--- src/design/pidpa_pkg.sv ---
// Shared types and constants for the identifier pool allocator.
`default_nettype none

package pidpa_pkg;

   // Bitmap word geometry: the in-use map is kept as 64-bit words
   localparam int WORD_W = 64;
   localparam int BIT_W  = 6;

   // Pool length arithmetic reaches 65536 (room above base 0), so it needs 17 bits
   localparam int LEN_W  = 17;

   localparam int DEF_POOL_SIZE = 8192;

   // Register reset values (pool 300 .. 5000)
   localparam logic [15:0] BASE_PID_RST  = 16'd300;
   localparam logic [13:0] PID_COUNT_RST = 14'd4701;

   typedef enum logic [0:0] {
      CSR_BASE_PID  = 1'b0,
      CSR_PID_COUNT = 1'b1
   } csr_idx_type;

   typedef enum logic [0:0] {
      OP_ALLOC   = 1'b0,
      OP_RELEASE = 1'b1
   } op_type;

   typedef enum logic [2:0] {
      STS_ALLOCATED = 3'd0,
      STS_FULL      = 3'd1,
      STS_RELEASED  = 3'd2,
      STS_RANGE     = 3'd3,
      STS_NOT_ALLOC = 3'd4
   } status_type;

   typedef enum logic [2:0] {
      FSM_CLEAR,
      FSM_IDLE,
      FSM_HINT_CHK,
      FSM_SCAN,
      FSM_REL_CHK
   } fsm_type;

   // Result of examining one bitmap word
   typedef struct packed {
      logic             found;
      logic [BIT_W-1:0] bit_idx;
      logic             last;
   } scan_res_type;

endpackage

`default_nettype wire

--- src/design/pidpa_word_scan.sv ---
// Finds the lowest free in-pool bit of one bitmap word.
`default_nettype none

module pidpa_word_scan (
   input  wire logic [pidpa_pkg::WORD_W-1:0] word_data,
   input  wire logic [pidpa_pkg::LEN_W-1:0]  word_start,
   input  wire logic [pidpa_pkg::LEN_W-1:0]  pool_len,
   output pidpa_pkg::scan_res_type           scan_res
);

   logic [pidpa_pkg::LEN_W-1:0]  remain;
   logic [pidpa_pkg::LEN_W-1:0]  word_end;
   logic [pidpa_pkg::WORD_W-1:0] free_bits;

   // bits at or beyond the pool length count as taken
   always_comb begin
      remain = (pool_len > word_start) ? (pool_len - word_start) : '0;
      for (int b = 0; b < pidpa_pkg::WORD_W; b++) begin
         free_bits[b] = !word_data[b] && (remain > pidpa_pkg::LEN_W'(b));
      end
   end

   // priority pick, lowest index wins
   always_comb begin
      word_end = word_start + pidpa_pkg::LEN_W'(pidpa_pkg::WORD_W);
      scan_res.found   = 1'b0;
      scan_res.bit_idx = '0;
      scan_res.last    = (word_end >= pool_len);
      for (int b = pidpa_pkg::WORD_W - 1; b >= 0; b--) begin
         if (free_bits[b]) begin
            scan_res.found   = 1'b1;
            scan_res.bit_idx = pidpa_pkg::BIT_W'(b);
         end
      end
   end

endmodule

`default_nettype wire

--- config.mk ---
export PLATFORM = sky130hd
export DESIGN_NAME = pidpa_word_scan
export DESIGN_NICKNAME = d
export VERILOG_FILES = /design/src/design/pidpa_pkg.sv /design/src/design/pidpa_word_scan.sv
export SDC_FILE = /design/constraint.sdc
export NUM_CORES = 1
export LEC_CHECK = 0
export BUFFER_PORTS_ARGS = -buffer_cell sky130_fd_sc_hd__buf_2
export CAP_MARGIN = 0
export CELL_PAD_IN_SITES_DETAIL_PLACEMENT = 0
export CELL_PAD_IN_SITES_GLOBAL_PLACEMENT = 2
export CORE_ASPECT_RATIO = 2
export CORE_MARGIN = 2
export CORE_UTILIZATION = 30
export DETAILED_ROUTE_END_ITERATION = 8
export GPL_TIMING_DRIVEN = 0
export PLACE_DENSITY = 0.85
export SLEW_MARGIN = 20
export SYNTH_ARGS = -nofsm -noshare
export SYNTH_HDL_FRONTEND = slang
export SYNTH_SLANG_ARGS = --single-unit
export TNS_END_PERCENT = 20
--- constraint.sdc ---
create_clock -name vclk -period 4.9
set_clock_uncertainty 0.1 [all_clocks]
set_input_delay 0.245 -clock vclk [all_inputs]
set_output_delay 0.245 -clock vclk [all_outputs]
set_load 0.01 [all_outputs]
# Word-level counts from Yosys, hierarchy flattened

Cells that the tools add are included.

Flip-flop bits (word level): 0
Input bits: 98
Output and inout bits: 8
Logic and storage cells: 261

Order comparisons: 66
Add/sub/neg operators: 2
Reduce and logical (&&, ||, !) cells: 128
Muxes and demuxes: 65

Operators with widths:

| cell                  | number |
|---|---|
| $gt 17x6->1 const B   | 32 |
| $mux 7                | 64 |
| $gt 17x5->1 const B   | 16 |
| $gt 17x4->1 const B   | 8 |
| $gt 17x3->1 const B   | 4 |
| $logic_and 1x1->1     | 64 |
| $logic_not 1->1       | 64 |
| $gt 17x1->1 const B   | 2 |
| $gt 17x2->1 const B   | 2 |
| $add 17x7->17 const B | 1 |
| $ge 17x17->1          | 1 |
| $gt 17x17->1          | 1 |
| $mux 17               | 1 |
| $sub 17x17->17        | 1 |

# Longest topological paths before layout

Depth after elaboration: 68
Depth in mapped cells: 18
Depth with buffers taken out: 16

# Worst setup path before layout

Ideal clock, no wire load.

Path kind: input-to-output
Start point: input word_start[6] (netlist bit)
End point: output scan_res[3] (netlist bit)
Arrival: 4300 ps
Slack: 255 ps
Required time: 4555 ps
Buffers on the path: 2
Cell stages on the path: 17
Cell sequence: inv_1 -> ha_1 -> buf_4 -> nor2b_1 -> or2_0 -> buf_2 -> a2111o_1 -> or3_1 -> a211o_1 -> nor4b_4 -> nand2_2 -> o31ai_2 -> o211ai_1 -> or3_4 -> or3_4 -> a2111oi_2 -> o21ai_1

RTL lines:

| item               | RTL line             | text |
|---|---|---|
| start: declaration | pidpa_word_scan.sv:6 | `input wire logic [pidpa_pkg::LEN_W-1:0] word_start,` |
| end: declaration   | pidpa_word_scan.sv:8 | `output pidpa_pkg::scan_res_type scan_res` |

==> flow_summary.yaml <==
floorplanning:
  boundaryPins: 106
  num_rows: 61
  die_w_um: 88.3
  die_span_in_y_um: 173
  die-area_mm2: 0.0152
  initial_core_util: 0.307
  core_area_mm2: 0.0139
global_routing:
  wire_length_of_the_first_global_routing_pass_um: 33600
  globalRouteOverflowTotal: 0
  maximum_number_of_pins_on_one_net_before_global_route_repair: 11
  grt_pass1_vias: 6357
  grt_util_all_layers: 0.284
  grt_antenna_before_repair: 0
flow_run:
  maxCapViolations: 0
synthesis:
  synth-compound-area-share: 0.431
  synth.lib_cells_used.distinct: 79
  combinational_family_with_the_most_area_after_synthesis: "compound AO/OA/AOI/OAI gates"
  synthesis.area_mm2: 0.00426
  yosysTopAreaCellShare: 0.103
  syn-num-nets: 812
  synth.yosys.seq_area_share: 0
  synthCells: 678
  post_synth_fa_ha_maj_area_fraction: 0.107
  yosysWarningCount: 0
  yosys-mux-area-fraction: 0.00235
  synth_top_area_cell: "ha_1"
  synth_simple_gate_area_share: 0.344
  synth_xor_area_frac: 0.0452
  syn_avg_cell_area_um2: 6.29
  yosys-top-cells-area: "ha_1 10%, nor2_1 6.3%, a21oi_1 5.8%"
final_layout:
  stdcell_area_mm2: 0.00608
  n_clock_buffer: 0
  num_antenna_cells: 0
  seq_area_um2: 0
  areaGrowthSynthToFinish_pct: 42.6
  number_of_sequential_storage_elements: 0
  layout-drive-gt1-share: 0.343
  nNetsFinal: 955
drt:
  dr.first_iter.drc_count: 420
  viasPerCell: 6.17
  ant_nets: 0
  vias: 6217
  detail_route.first_pass.iterations: 5
  drt_drc_violations_left: 0
  detail_route.wirelength_um: 22500
  routed_wire_length_per_instance_um: 22.3
placement:
  place_ws_ns: -1.45
  routabilityCongestion: 0.996
  dp.final_hpwl_um: 18200
  dpl_cell_area_mm2: 0.00505
  io_buffer_count: 106
setup_path:
  timing.setup.critical_path_class: "in -> out"
  start_kind: "input pin"
  crit_required_ns: 4.55
  largest_fanout_on_the_critical_path: 5
  worstPathArrival_ns: 4.56
  critPathCaptureType: "output pin"
pwr:
  p_leak_nw: 2.53
  pwr_density_cell_mw_per_mm2: 179
  total_power_mw: 1.09
  peakVddDrop_v: 0.0000578
worst_hold_path:
  worstHoldPathType: "in -> out"
timing:
  finalSetupViolations: 1
  fmax_mhz: 204
  relSlewSlack: 0.470
  finalMaxSlewViolations: 0
  hold_viol: 0
  worst_max_slew_pin_slew_ns: 0.795
  fin_crit_ns: 4.91
  finalCritPeriodShare: 1.00
  rsz0062_at_grt: "yes"
  finalWorstSetupSlack_ns: -0.00516
outcome:
  failing_checks: "negative setup slack"
  run_status: "finished with violations"
## layout make-up
cell class | count | area (um2)
multi-input combinational | 600 | 4580
fill | 1556 | 7810
tap | 189 | 236
inverter | 46 | 178
timing repair buffer | 154 | 957
buffer | 19 | 125
## path summary, 6_finish.rpt
kind / start / endpoint / slack (ns) / cells past startpoint
max: word_start[6] / scan_res[4] / -0.005 / 19
min: word_data[3] / scan_res[1] / 0.88 / 5
## cells in the mapped netlist, drive strengths merged, types with 12 or more instances
| cell | n |
|---|---|
| nand2b | 17 |
| inv | 46 |
| nor3 | 30 |
| nor2 | 72 |
| nand3 | 27 |
| nand4 | 14 |
| a21o | 12 |
| a21oi | 49 |
| a211oi | 15 |
| clkbuf | 28 |
| o211ai | 12 |
| nand2 | 55 |
| ha | 35 |
| o21ai | 47 |
| xnor2 | 14 |
## cell usage in the layout, fill, tap and decap left out, types with 10 or more instances in the layout
cell	n
a31oi_1	10
o211ai_1	12
nand2b_1	15
nand2_1	53
o21ai_0	38
xnor2_1	11
a21oi_1	38
ha_1	23
inv_1	44
buf_2	104
a211oi_1	11
a21o_1	11
buf_4	43
nand3_1	27
nor2_1	65
nand4_1	14
nor3_1	21
## metal layers
metal  share of wire  wire [um]  global-route usage
met1            0.31       7020               0.261
met2            0.54      12100               0.538
met5               0          0                   0
met3           0.051       1160              0.0258
met4           0.097       2180               0.212
## power by group
part	internal (mW)	switching, mW
logic	0.410	0.680
clock network	0	0
registers	0	0
## timing repair
item                                    4_1_cts  5_1_grt
endpoints found under the setup margin        7        7
hold buffers                                  0        0
buffers inserted                             40        8
resized for setup                           112       44
pin swaps                                    28       25
## through the flow
| stage | utilization | TNS (ns) | instances | hold slack [ns] |
|---|---|---|---|---|
| after floorplan | - | 0 | 678 | 0.638 |
| after global placement | 0.362 | -10.06 | 973 | 0.890 |
| after detailed placement | 0.363 | -8.11 | 973 | 0.889 |
| after CTS | 0.418 | -0.0611 | 1002 | 0.856 |
| after global routing | 0.438 | -0.579 | 1008 | 0.928 |
| final | 0.438 | -0.00516 | 1008 | 0.877 |
## critical path: stages
cell and delay (ns):
buf_8 0.08, inv_4 0.03, ha_4 0.27, nor2b_4 0.04, or2_0 0.19, buf_4 0.15, a2111o_1 0.42, or3_4 0.34
a211o_4 0.38, nor3_4 0.30, buf_4 0.17, and2_4 0.20, a221o_1 0.24, a21boi_4 0.22, or4b_4 0.48, o21bai_4 0.21
a211oi_4 0.29, o311a_1 0.17, buf_2 0.12
## cells by family (layout without fill, tap and decap cells)
family / count (synthesis) / count (layout)
XOR/XNOR: 22 / 22
buffers and inverters: 78 / 219
adder cells (fa/ha/maj): 36 / 36
AND/OR/NAND/NOR: 282 / 282
AO/OA/AOI/OAI: 259 / 259
multiplexers: 1 / 1
No activity file was read; power rests on OpenSTA's default activity.
